<file path="src/design/pjs_pkg.sv">
`timescale 1ns / 1ps
// ----------------------------------------------------------------------------
// pjs_pkg
// Shared types, codes and helpers of the priority job scheduler.
// ----------------------------------------------------------------------------
package pjs_pkg;

   localparam int IDX_W = 9;

   localparam logic [1:0] KIND_ENQ   = 2'd0;
   localparam logic [1:0] KIND_FIN   = 2'd1;
   localparam logic [1:0] KIND_ABORT = 2'd2;
   localparam logic [1:0] KIND_DRAIN = 2'd3;

   localparam logic [1:0] EV_START  = 2'd0;
   localparam logic [1:0] EV_FINISH = 2'd1;
   localparam logic [1:0] EV_CANCEL = 2'd2;
   localparam logic [1:0] EV_DONE   = 2'd3;

   localparam logic [3:0] OP_NOP  = 4'd0;
   localparam logic [3:0] OP_LOAD = 4'd1;
   localparam logic [3:0] OP_DQ   = 4'd2;
   localparam logic [3:0] OP_DA   = 4'd3;
   localparam logic [3:0] OP_PP   = 4'd4;
   localparam logic [3:0] OP_PA   = 4'd5;
   localparam logic [3:0] OP_INS  = 4'd6;
   localparam logic [3:0] OP_BCLR = 4'd7;
   localparam logic [3:0] OP_BS   = 4'd8;
   localparam logic [3:0] OP_BT   = 4'd9;
   localparam logic [3:0] OP_FS   = 4'd10;
   localparam logic [3:0] OP_FR   = 4'd11;
   localparam logic [3:0] OP_AA   = 4'd12;
   localparam logic [3:0] OP_DONE = 4'd13;
   localparam logic [3:0] OP_OUT  = 4'd14;

   typedef struct packed {
      logic [7:0]        tag;
      logic signed [7:0] prio;
      logic              bg;
      logic              canc;
      logic              haskey;
      logic [15:0]       key;
      logic [31:0]       seq;
   } job_type;

   typedef struct packed {
      job_type job;
      logic    ab;
   } slot_type;

   typedef struct packed {
      logic [1:0] res;
      logic [7:0] tag;
      logic       bg;
      logic       ab;
      logic       ovf;
   } event_type;

   typedef struct packed {
      logic [3:0]       op;
      logic [IDX_W-1:0] idx;
   } cmd_type;

   typedef struct packed {
      logic [1:0]       kind;
      logic             free_found;
      logic             need_preempt;
      logic             best_found;
      logic             can_fill;
      logic             fin_found;
      logic [IDX_W-1:0] ev_count;
   } status_type;

   function automatic logic better(job_type a, job_type b);
      logic r;
      if (a.prio != b.prio) r = (a.prio > b.prio);
      else if (a.bg != b.bg) r = !a.bg;
      else r = (a.seq < b.seq);
      return r;
   endfunction

endpackage

</file>
<file path="src/design/pjs_ctrl.sv">
`timescale 1ns / 1ps
// ----------------------------------------------------------------------------
// pjs_ctrl
// Sequencer: walks queue and slot scans and issues datapath commands.
// ----------------------------------------------------------------------------
module pjs_ctrl #(
   parameter int QUEUE_DEPTH = 16,
   parameter int MAX_ACTIVE  = 4
) (
   input  logic                 clock,
   input  logic                 reset,
   input  logic                 start,
   output logic                 busy,
   input  pjs_pkg::status_type  stat,
   output pjs_pkg::cmd_type     cmd
);

   localparam logic [4:0] S_IDLE  = 5'd0;
   localparam logic [4:0] S_DISP  = 5'd1;
   localparam logic [4:0] S_DQ    = 5'd2;
   localparam logic [4:0] S_DA    = 5'd3;
   localparam logic [4:0] S_EDEC  = 5'd4;
   localparam logic [4:0] S_PP    = 5'd5;
   localparam logic [4:0] S_PA    = 5'd6;
   localparam logic [4:0] S_INS   = 5'd7;
   localparam logic [4:0] S_DRAIN = 5'd8;
   localparam logic [4:0] S_BS    = 5'd9;
   localparam logic [4:0] S_BT    = 5'd10;
   localparam logic [4:0] S_FS    = 5'd11;
   localparam logic [4:0] S_FDEC  = 5'd12;
   localparam logic [4:0] S_FR    = 5'd13;
   localparam logic [4:0] S_AA    = 5'd14;
   localparam logic [4:0] S_DONE  = 5'd15;
   localparam logic [4:0] S_OUT   = 5'd16;

   localparam logic [pjs_pkg::IDX_W-1:0] QLIM = pjs_pkg::IDX_W'(QUEUE_DEPTH);
   localparam logic [pjs_pkg::IDX_W-1:0] SLIM = pjs_pkg::IDX_W'(MAX_ACTIVE);

   logic [4:0]                state_ff, state_in;
   logic [pjs_pkg::IDX_W-1:0] i_ff, i_in;

   assign busy = (state_ff != S_IDLE);

   always_comb begin
      state_in = state_ff;
      i_in     = i_ff;
      cmd.op   = pjs_pkg::OP_NOP;
      cmd.idx  = i_ff;
      unique case (state_ff)
         S_IDLE: begin
            i_in = '0;
            if (start) begin
               cmd.op   = pjs_pkg::OP_LOAD;
               state_in = S_DISP;
            end
         end
         S_DISP: begin
            case (stat.kind)
               pjs_pkg::KIND_ENQ:   state_in = S_DQ;
               pjs_pkg::KIND_FIN:   state_in = S_FS;
               pjs_pkg::KIND_ABORT: state_in = S_AA;
               default:             state_in = S_DRAIN;
            endcase
         end
         S_DQ: begin
            // the final pass issues no command so the last registered read can finish
            if (i_ff == QLIM) begin
               i_in     = '0;
               state_in = S_DA;
            end else begin
               cmd.op = pjs_pkg::OP_DQ;
               i_in   = i_ff + 1'b1;
            end
         end
         S_DA: begin
            if (i_ff == SLIM) begin
               i_in     = '0;
               state_in = S_EDEC;
            end else begin
               cmd.op = pjs_pkg::OP_DA;
               i_in   = i_ff + 1'b1;
            end
         end
         S_EDEC: begin
            if (!stat.free_found) state_in = S_DRAIN;
            else if (stat.need_preempt) state_in = S_PP;
            else state_in = S_INS;
         end
         S_PP: begin
            if (i_ff == SLIM) begin
               i_in     = '0;
               state_in = S_PA;
            end else begin
               cmd.op = pjs_pkg::OP_PP;
               i_in   = i_ff + 1'b1;
            end
         end
         S_PA: begin
            cmd.op   = pjs_pkg::OP_PA;
            state_in = S_INS;
         end
         S_INS: begin
            cmd.op   = pjs_pkg::OP_INS;
            state_in = S_DRAIN;
         end
         S_DRAIN: begin
            i_in = '0;
            if (stat.can_fill) begin
               cmd.op   = pjs_pkg::OP_BCLR;
               state_in = S_BS;
            end else begin
               state_in = S_DONE;
            end
         end
         S_BS: begin
            if (i_ff == QLIM) begin
               i_in     = '0;
               state_in = S_BT;
            end else begin
               cmd.op = pjs_pkg::OP_BS;
               i_in   = i_ff + 1'b1;
            end
         end
         S_BT: begin
            if (stat.best_found) begin
               cmd.op   = pjs_pkg::OP_BT;
               state_in = S_DRAIN;
            end else begin
               state_in = S_DONE;
            end
         end
         S_FS: begin
            if (i_ff == SLIM) begin
               i_in     = '0;
               state_in = S_FDEC;
            end else begin
               cmd.op = pjs_pkg::OP_FS;
               i_in   = i_ff + 1'b1;
            end
         end
         S_FDEC: begin
            state_in = stat.fin_found ? S_FR : S_DONE;
         end
         S_FR: begin
            cmd.op   = pjs_pkg::OP_FR;
            state_in = S_DRAIN;
         end
         S_AA: begin
            if (i_ff == SLIM) begin
               i_in     = '0;
               state_in = S_DONE;
            end else begin
               cmd.op = pjs_pkg::OP_AA;
               i_in   = i_ff + 1'b1;
            end
         end
         S_DONE: begin
            cmd.op   = pjs_pkg::OP_DONE;
            i_in     = '0;
            state_in = S_OUT;
         end
         S_OUT: begin
            if (i_ff == stat.ev_count) begin
               state_in = S_IDLE;
            end else begin
               cmd.op = pjs_pkg::OP_OUT;
               i_in   = i_ff + 1'b1;
            end
         end
         default: state_in = S_IDLE;
      endcase
   end

   always_ff @(posedge clock) begin
      if (reset) begin
         state_ff <= S_IDLE;
         i_ff     <= '0;
      end else begin
         state_ff <= state_in;
         i_ff     <= i_in;
      end
   end

endmodule

</file>
<file path="src/design/pjs_datapath.sv">
`timescale 1ns / 1ps
// ----------------------------------------------------------------------------
// pjs_datapath
// Wait queue, active slots, counters, event buffer and config register.
// ----------------------------------------------------------------------------
module pjs_datapath #(
   parameter int QUEUE_DEPTH = 16,
   parameter int MAX_ACTIVE  = 4
) (
   input  logic                 clock,
   input  logic                 reset,
   input  pjs_pkg::cmd_type     cmd,
   output pjs_pkg::status_type  stat,
   input  logic [1:0]           req_kind,
   input  logic [7:0]           req_job_tag,
   input  logic signed [7:0]    req_priority_req,
   input  logic                 req_background,
   input  logic                 req_cancellable,
   input  logic                 req_has_key,
   input  logic [15:0]          req_dedupe_key,
   input  logic                 req_net_cancelled,
   input  logic                 cfg_we,
   input  logic [2:0]           cfg_wdata,
   output logic [2:0]           cfg_max,
   output logic                 rsp_valid,
   output logic [1:0]           rsp_event_res,
   output logic [7:0]           rsp_event_tag,
   output logic                 rsp_event_background,
   output logic                 rsp_was_aborted,
   output logic [2:0]           rsp_active_count,
   output logic [4:0]           rsp_queued_count,
   output logic [31:0]          rsp_aborted_total,
   output logic [31:0]          rsp_throttled_total,
   output logic                 rsp_queue_overflow,
   output logic                 rsp_last
);

   localparam int QW  = (QUEUE_DEPTH > 1) ? $clog2(QUEUE_DEPTH) : 1;
   localparam int QCW = $clog2(QUEUE_DEPTH + 1);
   localparam int SLW = (MAX_ACTIVE > 1) ? $clog2(MAX_ACTIVE) : 1;
   localparam int NW  = $clog2(MAX_ACTIVE + 1);
   localparam int RESULT_CAP = 2 * MAX_ACTIVE + 1;
   localparam int EW  = $clog2(RESULT_CAP);
   localparam int ECW = $clog2(RESULT_CAP + 1);
   localparam logic [2:0] MA_CLAMP = (MAX_ACTIVE > 7) ? 3'd7 : 3'(MAX_ACTIVE);

   // request latch
   logic [1:0]        kind_ff, kind_in;
   pjs_pkg::job_type  req_ff, req_in;
   logic              netc_ff, netc_in;

   // queue
   pjs_pkg::job_type  q_mem [QUEUE_DEPTH];
   pjs_pkg::job_type  q_rd_ff;
   logic [QUEUE_DEPTH-1:0] valid_ff, valid_in;
   logic [QCW-1:0]    q_cnt_ff, q_cnt_in;
   logic              q_we;
   logic [QW-1:0]     q_waddr;
   pjs_pkg::job_type  q_wdata;
   logic [3:0]        op_d_ff;
   logic [QW-1:0]     idx_d_ff;

   // slots
   pjs_pkg::slot_type slots_ff [MAX_ACTIVE];
   pjs_pkg::slot_type slots_in [MAX_ACTIVE];
   logic [NW-1:0]     n_act_ff, n_act_in;

   // scan results
   logic              free_ff, free_in;
   logic [QW-1:0]     free_idx_ff, free_idx_in;
   logic              pick_ff, pick_in;
   logic [SLW-1:0]    pick_idx_ff, pick_idx_in;
   logic              best_ff, best_in;
   logic [QW-1:0]     best_idx_ff, best_idx_in;
   pjs_pkg::job_type  best_rec_ff, best_rec_in;
   logic              fin_ff, fin_in;
   logic [SLW-1:0]    fin_idx_ff, fin_idx_in;

   // counters
   logic [31:0]       seq_ff, seq_in;
   logic [31:0]       abt_ff, abt_in;
   logic [31:0]       thr_ff, thr_in;
   logic [2:0]        maxc_ff, maxc_in;

   // event buffer
   pjs_pkg::event_type ev_mem [RESULT_CAP];
   pjs_pkg::event_type ev_rd_ff;
   logic [ECW-1:0]    ev_cnt_ff, ev_cnt_in;
   logic              ev_we;
   pjs_pkg::event_type ev_wdata;
   logic              rsp_valid_ff;
   logic              last_ff;

   pjs_pkg::slot_type cur_slot;
   pjs_pkg::slot_type fin_slot;
   logic              in_range;
   logic [4:0]        na5;
   logic [4:0]        mc5;
   logic              dq_match;

   assign na5      = 5'(n_act_ff);
   assign mc5      = {2'b00, maxc_ff};
   assign cur_slot = slots_ff[cmd.idx[SLW-1:0]];
   assign fin_slot = slots_ff[fin_idx_ff];
   assign in_range = (cmd.idx < pjs_pkg::IDX_W'(n_act_ff));
   assign dq_match = req_ff.haskey && valid_ff[idx_d_ff] && q_rd_ff.haskey &&
                     (q_rd_ff.key == req_ff.key);

   assign stat.kind         = kind_ff;
   assign stat.free_found   = free_ff;
   assign stat.need_preempt = !req_ff.bg && (na5 >= mc5);
   assign stat.best_found   = best_ff;
   assign stat.can_fill     = (na5 < mc5) && (na5 < 5'(MAX_ACTIVE));
   assign stat.fin_found    = fin_ff;
   assign stat.ev_count     = pjs_pkg::IDX_W'(ev_cnt_ff);

   assign cfg_max = maxc_ff;

   always_comb begin
      kind_in     = kind_ff;
      req_in      = req_ff;
      netc_in     = netc_ff;
      valid_in    = valid_ff;
      q_cnt_in    = q_cnt_ff;
      n_act_in    = n_act_ff;
      free_in     = free_ff;
      free_idx_in = free_idx_ff;
      pick_in     = pick_ff;
      pick_idx_in = pick_idx_ff;
      best_in     = best_ff;
      best_idx_in = best_idx_ff;
      best_rec_in = best_rec_ff;
      fin_in      = fin_ff;
      fin_idx_in  = fin_idx_ff;
      seq_in      = seq_ff;
      abt_in      = abt_ff;
      thr_in      = thr_ff;
      maxc_in     = maxc_ff;
      ev_cnt_in   = ev_cnt_ff;
      ev_we       = 1'b0;
      ev_wdata    = '0;
      q_we        = 1'b0;
      q_waddr     = free_idx_ff;
      q_wdata     = req_ff;
      q_wdata.seq = seq_ff;
      for (int k = 0; k < MAX_ACTIVE; k++) slots_in[k] = slots_ff[k];

      if (cfg_we) begin
         if (cfg_wdata == 3'd0) maxc_in = 3'd1;
         else if (cfg_wdata > MA_CLAMP) maxc_in = MA_CLAMP;
         else maxc_in = cfg_wdata;
      end

      case (cmd.op)
         pjs_pkg::OP_LOAD: begin
            kind_in     = req_kind;
            req_in.tag  = req_job_tag;
            req_in.prio = req_priority_req;
            req_in.bg   = req_background;
            req_in.canc = req_cancellable;
            req_in.haskey = req_has_key;
            req_in.key  = req_dedupe_key;
            req_in.seq  = '0;
            netc_in     = req_net_cancelled;
            free_in     = 1'b0;
            pick_in     = 1'b0;
            best_in     = 1'b0;
            fin_in      = 1'b0;
            ev_cnt_in   = '0;
         end
         pjs_pkg::OP_DA: begin
            if (in_range && req_ff.haskey && req_ff.bg && cur_slot.job.bg &&
                cur_slot.job.canc && cur_slot.job.haskey &&
                (cur_slot.job.key == req_ff.key) && !cur_slot.ab) begin
               slots_in[cmd.idx[SLW-1:0]].ab = 1'b1;
               if (abt_ff != '1) abt_in = abt_ff + 1'b1;
               ev_we     = 1'b1;
               ev_wdata  = '{res: pjs_pkg::EV_CANCEL, tag: cur_slot.job.tag,
                             bg: cur_slot.job.bg, ab: 1'b0, ovf: 1'b0};
               ev_cnt_in = ev_cnt_ff + 1'b1;
            end
         end
         pjs_pkg::OP_PP: begin
            if (in_range && cur_slot.job.bg && cur_slot.job.canc && !cur_slot.ab &&
                (!pick_ff || (cur_slot.job.seq < slots_ff[pick_idx_ff].job.seq))) begin
               pick_in     = 1'b1;
               pick_idx_in = cmd.idx[SLW-1:0];
            end
         end
         pjs_pkg::OP_PA: begin
            if (pick_ff) begin
               slots_in[pick_idx_ff].ab = 1'b1;
               if (abt_ff != '1) abt_in = abt_ff + 1'b1;
               ev_we     = 1'b1;
               ev_wdata  = '{res: pjs_pkg::EV_CANCEL, tag: slots_ff[pick_idx_ff].job.tag,
                             bg: slots_ff[pick_idx_ff].job.bg, ab: 1'b0, ovf: 1'b0};
               ev_cnt_in = ev_cnt_ff + 1'b1;
            end
         end
         pjs_pkg::OP_INS: begin
            q_we                  = 1'b1;
            valid_in[free_idx_ff] = 1'b1;
            q_cnt_in              = q_cnt_ff + 1'b1;
            seq_in                = seq_ff + 1'b1;
         end
         pjs_pkg::OP_BCLR: best_in = 1'b0;
         pjs_pkg::OP_BT: begin
            slots_in[n_act_ff[SLW-1:0]].job = best_rec_ff;
            slots_in[n_act_ff[SLW-1:0]].ab  = 1'b0;
            n_act_in              = n_act_ff + 1'b1;
            valid_in[best_idx_ff] = 1'b0;
            q_cnt_in              = q_cnt_ff - 1'b1;
            best_in               = 1'b0;
            ev_we     = 1'b1;
            ev_wdata  = '{res: pjs_pkg::EV_START, tag: best_rec_ff.tag,
                          bg: best_rec_ff.bg, ab: 1'b0, ovf: 1'b0};
            ev_cnt_in = ev_cnt_ff + 1'b1;
         end
         pjs_pkg::OP_FS: begin
            if (in_range && !fin_ff && (cur_slot.job.tag == req_ff.tag)) begin
               fin_in     = 1'b1;
               fin_idx_in = cmd.idx[SLW-1:0];
            end
         end
         pjs_pkg::OP_FR: begin
            // close the gap: later slots move down one place
            for (int k = 0; k < MAX_ACTIVE - 1; k++) begin
               if (SLW'(k) >= fin_idx_ff) slots_in[k] = slots_ff[k + 1];
            end
            n_act_in  = n_act_ff - 1'b1;
            ev_we     = 1'b1;
            ev_wdata  = '{res: pjs_pkg::EV_FINISH, tag: fin_slot.job.tag,
                          bg: fin_slot.job.bg, ab: fin_slot.ab || netc_ff, ovf: 1'b0};
            ev_cnt_in = ev_cnt_ff + 1'b1;
         end
         pjs_pkg::OP_AA: begin
            if (cmd.idx == '0) begin
               valid_in = '0;
               q_cnt_in = '0;
            end
            if (in_range) begin
               slots_in[cmd.idx[SLW-1:0]].ab = 1'b1;
               if (!cur_slot.ab) begin
                  ev_we     = 1'b1;
                  ev_wdata  = '{res: pjs_pkg::EV_CANCEL, tag: cur_slot.job.tag,
                                bg: cur_slot.job.bg, ab: 1'b0, ovf: 1'b0};
                  ev_cnt_in = ev_cnt_ff + 1'b1;
               end
            end
         end
         pjs_pkg::OP_DONE: begin
            ev_we        = 1'b1;
            ev_wdata.res = pjs_pkg::EV_DONE;
            ev_wdata.tag = (kind_ff == pjs_pkg::KIND_ENQ || kind_ff == pjs_pkg::KIND_FIN) ?
                           req_ff.tag : 8'd0;
            ev_wdata.bg  = (kind_ff == pjs_pkg::KIND_ENQ) ? req_ff.bg : 1'b0;
            ev_wdata.ab  = 1'b0;
            ev_wdata.ovf = (kind_ff == pjs_pkg::KIND_ENQ) && !free_ff;
            ev_cnt_in    = ev_cnt_ff + 1'b1;
         end
         default: ;
      endcase

      // queue scans act in the cycle after their command, on the registered read
      case (op_d_ff)
         pjs_pkg::OP_DQ: begin
            if (dq_match) begin
               valid_in[idx_d_ff] = 1'b0;
               q_cnt_in           = q_cnt_ff - 1'b1;
               if (q_rd_ff.bg && thr_ff != '1) thr_in = thr_ff + 1'b1;
            end
            if (!free_ff && (!valid_ff[idx_d_ff] || dq_match)) begin
               free_in     = 1'b1;
               free_idx_in = idx_d_ff;
            end
         end
         pjs_pkg::OP_BS: begin
            if (valid_ff[idx_d_ff] &&
                (!best_ff || pjs_pkg::better(q_rd_ff, best_rec_ff))) begin
               best_in     = 1'b1;
               best_idx_in = idx_d_ff;
               best_rec_in = q_rd_ff;
            end
         end
         default: ;
      endcase
   end

   always_ff @(posedge clock) begin
      if (reset) begin
         valid_ff     <= '0;
         q_cnt_ff     <= '0;
         n_act_ff     <= '0;
         seq_ff       <= '0;
         abt_ff       <= '0;
         thr_ff       <= '0;
         maxc_ff      <= 3'd1;
         ev_cnt_ff    <= '0;
         op_d_ff      <= pjs_pkg::OP_NOP;
         free_ff      <= 1'b0;
         pick_ff      <= 1'b0;
         best_ff      <= 1'b0;
         fin_ff       <= 1'b0;
         kind_ff      <= pjs_pkg::KIND_DRAIN;
         rsp_valid_ff <= 1'b0;
      end else begin
         valid_ff     <= valid_in;
         q_cnt_ff     <= q_cnt_in;
         n_act_ff     <= n_act_in;
         seq_ff       <= seq_in;
         abt_ff       <= abt_in;
         thr_ff       <= thr_in;
         maxc_ff      <= maxc_in;
         ev_cnt_ff    <= ev_cnt_in;
         op_d_ff      <= cmd.op;
         free_ff      <= free_in;
         pick_ff      <= pick_in;
         best_ff      <= best_in;
         fin_ff       <= fin_in;
         kind_ff      <= kind_in;
         rsp_valid_ff <= (cmd.op == pjs_pkg::OP_OUT);
      end
   end

   always_ff @(posedge clock) begin
      req_ff      <= req_in;
      netc_ff     <= netc_in;
      free_idx_ff <= free_idx_in;
      pick_idx_ff <= pick_idx_in;
      best_idx_ff <= best_idx_in;
      best_rec_ff <= best_rec_in;
      fin_idx_ff  <= fin_idx_in;
      idx_d_ff    <= cmd.idx[QW-1:0];
      last_ff     <= (cmd.idx == pjs_pkg::IDX_W'(ev_cnt_ff - 1'b1));
      for (int k = 0; k < MAX_ACTIVE; k++) slots_ff[k] <= slots_in[k];
   end

   always_ff @(posedge clock) begin
      if (q_we) q_mem[q_waddr] <= q_wdata;
      q_rd_ff <= q_mem[cmd.idx[QW-1:0]];
   end

   always_ff @(posedge clock) begin
      if (ev_we) ev_mem[ev_cnt_ff[EW-1:0]] <= ev_wdata;
      if (cmd.op == pjs_pkg::OP_OUT) ev_rd_ff <= ev_mem[cmd.idx[EW-1:0]];
   end

   assign rsp_valid            = rsp_valid_ff;
   assign rsp_event_res        = ev_rd_ff.res;
   assign rsp_event_tag        = ev_rd_ff.tag;
   assign rsp_event_background = ev_rd_ff.bg;
   assign rsp_was_aborted      = ev_rd_ff.ab;
   assign rsp_queue_overflow   = ev_rd_ff.ovf;
   assign rsp_last             = last_ff;
   assign rsp_active_count     = 3'(n_act_ff);
   assign rsp_queued_count     = 5'(q_cnt_ff);
   assign rsp_aborted_total    = abt_ff;
   assign rsp_throttled_total  = thr_ff;

endmodule

</file>
<file path="src/design/priority_job_scheduler_with_preemption.sv">
`timescale 1ns / 1ps
// ----------------------------------------------------------------------------
// priority_job_scheduler_with_preemption
// An item runs a queue scan per fill (an enqueue also one for dedupe) and
// slot scans, then plays its results out one per cycle. It takes one item
// at a time; busy stays high until the last result. Results cannot be
// stalled. Synchronous reset empties queue and slots.
// ----------------------------------------------------------------------------
module priority_job_scheduler_with_preemption #(
   parameter int QUEUE_DEPTH = 16,
   parameter int MAX_ACTIVE  = 4
) (
   input  logic               clock,
   input  logic               reset,
   input  logic               start,
   output logic               busy,
   input  logic [1:0]         req_kind,
   input  logic [7:0]         req_job_tag,
   input  logic signed [7:0]  req_priority_req,
   input  logic               req_background,
   input  logic               req_cancellable,
   input  logic               req_has_key,
   input  logic [15:0]        req_dedupe_key,
   input  logic               req_net_cancelled,
   output logic               rsp_valid,
   output logic [1:0]         rsp_event_res,
   output logic [7:0]         rsp_event_tag,
   output logic               rsp_event_background,
   output logic               rsp_was_aborted,
   output logic [2:0]         rsp_active_count,
   output logic [4:0]         rsp_queued_count,
   output logic [31:0]        rsp_aborted_total,
   output logic [31:0]        rsp_throttled_total,
   output logic               rsp_queue_overflow,
   output logic               rsp_last,
   input  logic               psel,
   input  logic               penable,
   input  logic               pwrite,
   input  logic [1:0]         paddr,
   input  logic [31:0]        pwdata,
   output logic [31:0]        prdata,
   output logic               pready
);

   pjs_pkg::cmd_type    cmd;
   pjs_pkg::status_type stat;
   logic                cfg_we;
   logic [2:0]          cfg_max;

   assign pready = 1'b1;
   assign cfg_we = psel && penable && pwrite && (paddr == 2'd0);
   assign prdata = (paddr == 2'd0) ? {29'd0, cfg_max} : 32'd0;

   pjs_ctrl #(
      .QUEUE_DEPTH(QUEUE_DEPTH),
      .MAX_ACTIVE (MAX_ACTIVE)
   ) u_ctrl (
      .clock(clock),
      .reset(reset),
      .start(start),
      .busy (busy),
      .stat (stat),
      .cmd  (cmd)
   );

   pjs_datapath #(
      .QUEUE_DEPTH(QUEUE_DEPTH),
      .MAX_ACTIVE (MAX_ACTIVE)
   ) u_dp (
      .clock               (clock),
      .reset               (reset),
      .cmd                 (cmd),
      .stat                (stat),
      .req_kind            (req_kind),
      .req_job_tag         (req_job_tag),
      .req_priority_req    (req_priority_req),
      .req_background      (req_background),
      .req_cancellable     (req_cancellable),
      .req_has_key         (req_has_key),
      .req_dedupe_key      (req_dedupe_key),
      .req_net_cancelled   (req_net_cancelled),
      .cfg_we              (cfg_we),
      .cfg_wdata           (pwdata[2:0]),
      .cfg_max             (cfg_max),
      .rsp_valid           (rsp_valid),
      .rsp_event_res       (rsp_event_res),
      .rsp_event_tag       (rsp_event_tag),
      .rsp_event_background(rsp_event_background),
      .rsp_was_aborted     (rsp_was_aborted),
      .rsp_active_count    (rsp_active_count),
      .rsp_queued_count    (rsp_queued_count),
      .rsp_aborted_total   (rsp_aborted_total),
      .rsp_throttled_total (rsp_throttled_total),
      .rsp_queue_overflow  (rsp_queue_overflow),
      .rsp_last            (rsp_last)
   );

endmodule
</file>
<file path="config.mk">
export PLATFORM = sky130hd
export DESIGN_NAME = priority_job_scheduler_with_preemption
export DESIGN_NICKNAME = d
export VERILOG_FILES = /design/src/design/pjs_pkg.sv /design/src/design/pjs_ctrl.sv /design/src/design/pjs_datapath.sv /design/src/design/priority_job_scheduler_with_preemption.sv
export SDC_FILE = /design/constraint.sdc
export NUM_CORES = 2
export LEC_CHECK = 0
export BUFFER_PORTS_ARGS = -buffer_cell sky130_fd_sc_hd__buf_2
export CORE_MARGIN = 8
export CORE_UTILIZATION = 40
export CTS_BUF_LIST = sky130_fd_sc_hd__clkbuf_8
export CTS_CLUSTER_DIAMETER = 50
export DETAILED_ROUTE_END_ITERATION = 10
export MAX_ROUTING_LAYER = met4
export PLACE_DENSITY_LB_ADDON = 0.1
export SLEW_MARGIN = 5
export SYNTH_ARGS = -nofsm -noshare
export SYNTH_HDL_FRONTEND = slang
export SYNTH_SLANG_ARGS = --single-unit
</file>
<file path="constraint.sdc">
create_clock -name clock -period 9.8 [get_ports clock]
set_clock_uncertainty 0.15 [all_clocks]
set_input_delay 1.47 -clock clock [delete_from_list [all_inputs] [get_ports clock]]
set_output_delay 1.47 -clock clock [all_outputs]
set_load 0.02 [all_outputs]
</file>
==> impl_results.md <==
* Chip width at 447 um
* Placed cell count at 6727
* Initial antenna violation count at 8
* HPWL after DPL at 108000 um
* Max Cap Violations at 0
* Largest vdd supply drop at 0.000111 V
* Non-Filler Instances at 7287
* CP Launch Type: flop
* Crit path max fanout at 40
* Worst Tran Pin Value at 1170 ps
* First-pass GRT wire length at 291000 um
* Critical-path cell list: buf_4 -> mux2i_1 -> o2bb2ai_1 -> or4_1 -> a2111oi_4 -> a2bb2oi_2 -> o21a_1 -> nand2_1 -> a21oi_4 -> buf_4
* CTS Buffer Depth at 4
* WL/cell at 27.3 um
* Max incr delay on CP at 880 ps
* Post-CTS Resized at 0
* Residual DRC at 0
* Cell Int Power at 12.9 mW
* Final ANT Viol Nets at 0
* CTS root buf: clkbuf_8
* Final slew viol count at 0
* NetSw at 4.34 mW
* Layout cells sized above 1 at 24.6%
* Ys flop type: edfxtp_1
* EDFF count, synth at 1557
* Total grt overflow at 0
* Power share of the clock group at 37.7%
* Clock Pin Slew Worst Setup and Hold Paths at 60 ps
* H-tree levels at 5
* Pin count of the biggest net entering global routing at 190
* I/O Pins at 199
* RePlAce Congestion at 0.808
* Starting DRT DRC Count at 4697
* Area after DPL at 0.0782 mm^2
* Final setup vio count at 0
* Pwr Density at 205 mW/mm^2
* Final Hold Vio Count at 0
* Initial Utilization at 40.2%
* Synth Cell Area at 0.0744 mm^2
* Core Area at 0.185 mm^2
* Fin crit period at 6140 ps
* Cell family with most CP delay: compound AO/OA/AOI/OAI gates
* Via/cell ratio at 5.63
* Max Clk Rate at 163 MHz
* Clock Latency Late Sink at 1030 ps
* Die Y at 447 um
* Clock buffer count from CTS at 325
* # clock sinks at 1787
* CTS tree: built
* Buf+Inv Stages, Crit Path at 2
* Setup Buffers After CTS at 0
* Post-layout util at 45.4%
* Area of the die at 0.200 mm^2
* Setup WS post-layout at 3660 ps
* Worst setup EP type: flop
* Unrepaired setup endpoints after global routing: false
* Worst path most repeated cell: buf_4
* Layout area overhead at 13.0%
* CP Data Arrival Time at 6590 ps
* Setup TNS at 0 ps
* Net Sw Frac at 25.2%
* Hold WC Path Type: reg -> reg
* Vias at 41000
* P_leak at 28.1 nW
* Post-synthesis cell type count at 83
* DR pass1 iterations at 10
* Port Buffers at 139
* Setup CP Type: reg -> reg
* Final instance area at 0.0841 mm^2
* Tot GR Track Use at 20.1%
* Mapped Cells at 4250
* Synthesis warning total at 0
* Reg power frac at 52.1%
* Cts hold-fix bufs at 0
* Worst path slowest cell: a21oi_4
* Core Rows at 158
* Combinational Power Share at 10.1%
* Post-Place Setup Slack at 3590 ps
* Status: finished, final reports clean
* Drt total wl at 199000 um
* Ys async rst share at 0%
* Slew HR at 21.5%
* Register area share after synthesis at 69.0%
* Data required time of the worst path at 10250 ps
* Synthesized area per cell at 17.5 um^2
* Layout Nets at 4741
* Period utilization at 62.7%
* Vias in the first global route at 42300
* Register bit total from synthesis at 1787
per-stage QoR:
stage	total power [mW]	hold slack (ps)
floorplan	10.2	179
global placement	10.9	240
detailed placement	10.9	239
CTS	17.5	253
global route	17.9	255
finish	17.2	256
layout make-up:
cell class	instances	area, um^2
inverter	286	1070
clock inverter	196	922
antenna	2	5.00
fill	16200	101000
multi-input combinational	1938	21200
timing repair buffer	236	1480
sequential	1787	51400
clock buffer	362	4980
tap	2480	3100
placed cells by master, fill, tap and decap left out, types with 88 or more instances in the layout:
cell / n
a222oi_1: 177
buf_2: 138
buf_4: 94
clkbuf_8: 362
dfxtp_1: 222
edfxtp_1: 1557
ha_1: 88
inv_1: 406
mux4_2: 470
nand2_1: 125
nor2_1: 173
power by group through the flow:
stage | sequential (mW) | clock (mW) | combinational (mW)
2_1_floorplan | 8.91 | 0 | 1.33
3_3_place_gp | 9.13 | 0 | 1.77
3_5_place_dp | 9.13 | 0 | 1.77
4_1_cts | 8.98 | 6.73 | 1.78
5_1_grt | 9.01 | 7.05 | 1.89
6_report | 8.97 | 6.50 | 1.75
cells in the mapped netlist, types with 11 or more instances:
cell type	n	area share (%)
edfxtp_1	1557	63
mux4_2	470	14
inv_1	285	1.4
dfxtp_1	230	6.2
nor2_1	185	0.93
clkbuf_1	182	0.92
a222oi_1	177	2.4
nand2_1	128	0.65
ha_1	88	1.5
xnor2_1	86	1.0
a21oi_1	75	0.50
o21ai_0	65	0.44
a22o_1	60	0.71
xor2_1	58	0.68
nand3_1	56	0.38
nor3_1	56	0.38
nand4_1	50	0.42
buf_1	41	0.21
mux2i_1	33	0.44
buf_4	32	0.32
a31oi_1	24	0.20
a22oi_1	23	0.23
a21o_1	20	0.20
or3_1	20	0.17
and3_1	19	0.16
nor2b_1	18	0.15
nor4_1	18	0.15
o21a_1	12	0.12
o221ai_1	12	0.14
nand2b_1	11	0.092
nor3b_1	11	0.11
or2_2	11	0.092
path summary, 6_finish.rpt:
check                                         to                      from  slack [ps]  cells past startpoint
setup / recovery                            flop                      flop        3660                     10
hold / removal    u_dp.best_rec_ff[63]$_DFFE_PP_  u_dp.q_rd_ff[63]$_DFF_P_         260                      0
setup reg to reg                            flop                      flop        3660                     10
hold reg to reg   u_dp.best_rec_ff[63]$_DFFE_PP_  u_dp.q_rd_ff[63]$_DFF_P_         260                      0
kinds of logic (layout without fill, tap and decap cells):
logic type | Yosys count | in the layout | synth area share (%)
flip-flops | 1787 | 1787 | 69.0
AND/OR/NAND/NOR | 632 | 632 | 4.31
buffers and inverters | 553 | 1080 | 3.00
AO/OA/AOI/OAI | 537 | 537 | 5.76
multiplexers | 506 | 506 | 14.7
XOR/XNOR | 144 | 144 | 1.69
adder cells (fa/ha/maj) | 89 | 89 | 1.51
other | 2 | 32 | 0.0101
routing by layer:
layer  wire, um  vias to the layer above  track usage (%)
met5          0                        -                -
met4       4360                        0             5.51
met3      11100                      273             3.42
met2      98000                     1339             32.5
met1      85400                    21500             26.6
li1           -                    17900                -
(Power assumes the default switching activity.)
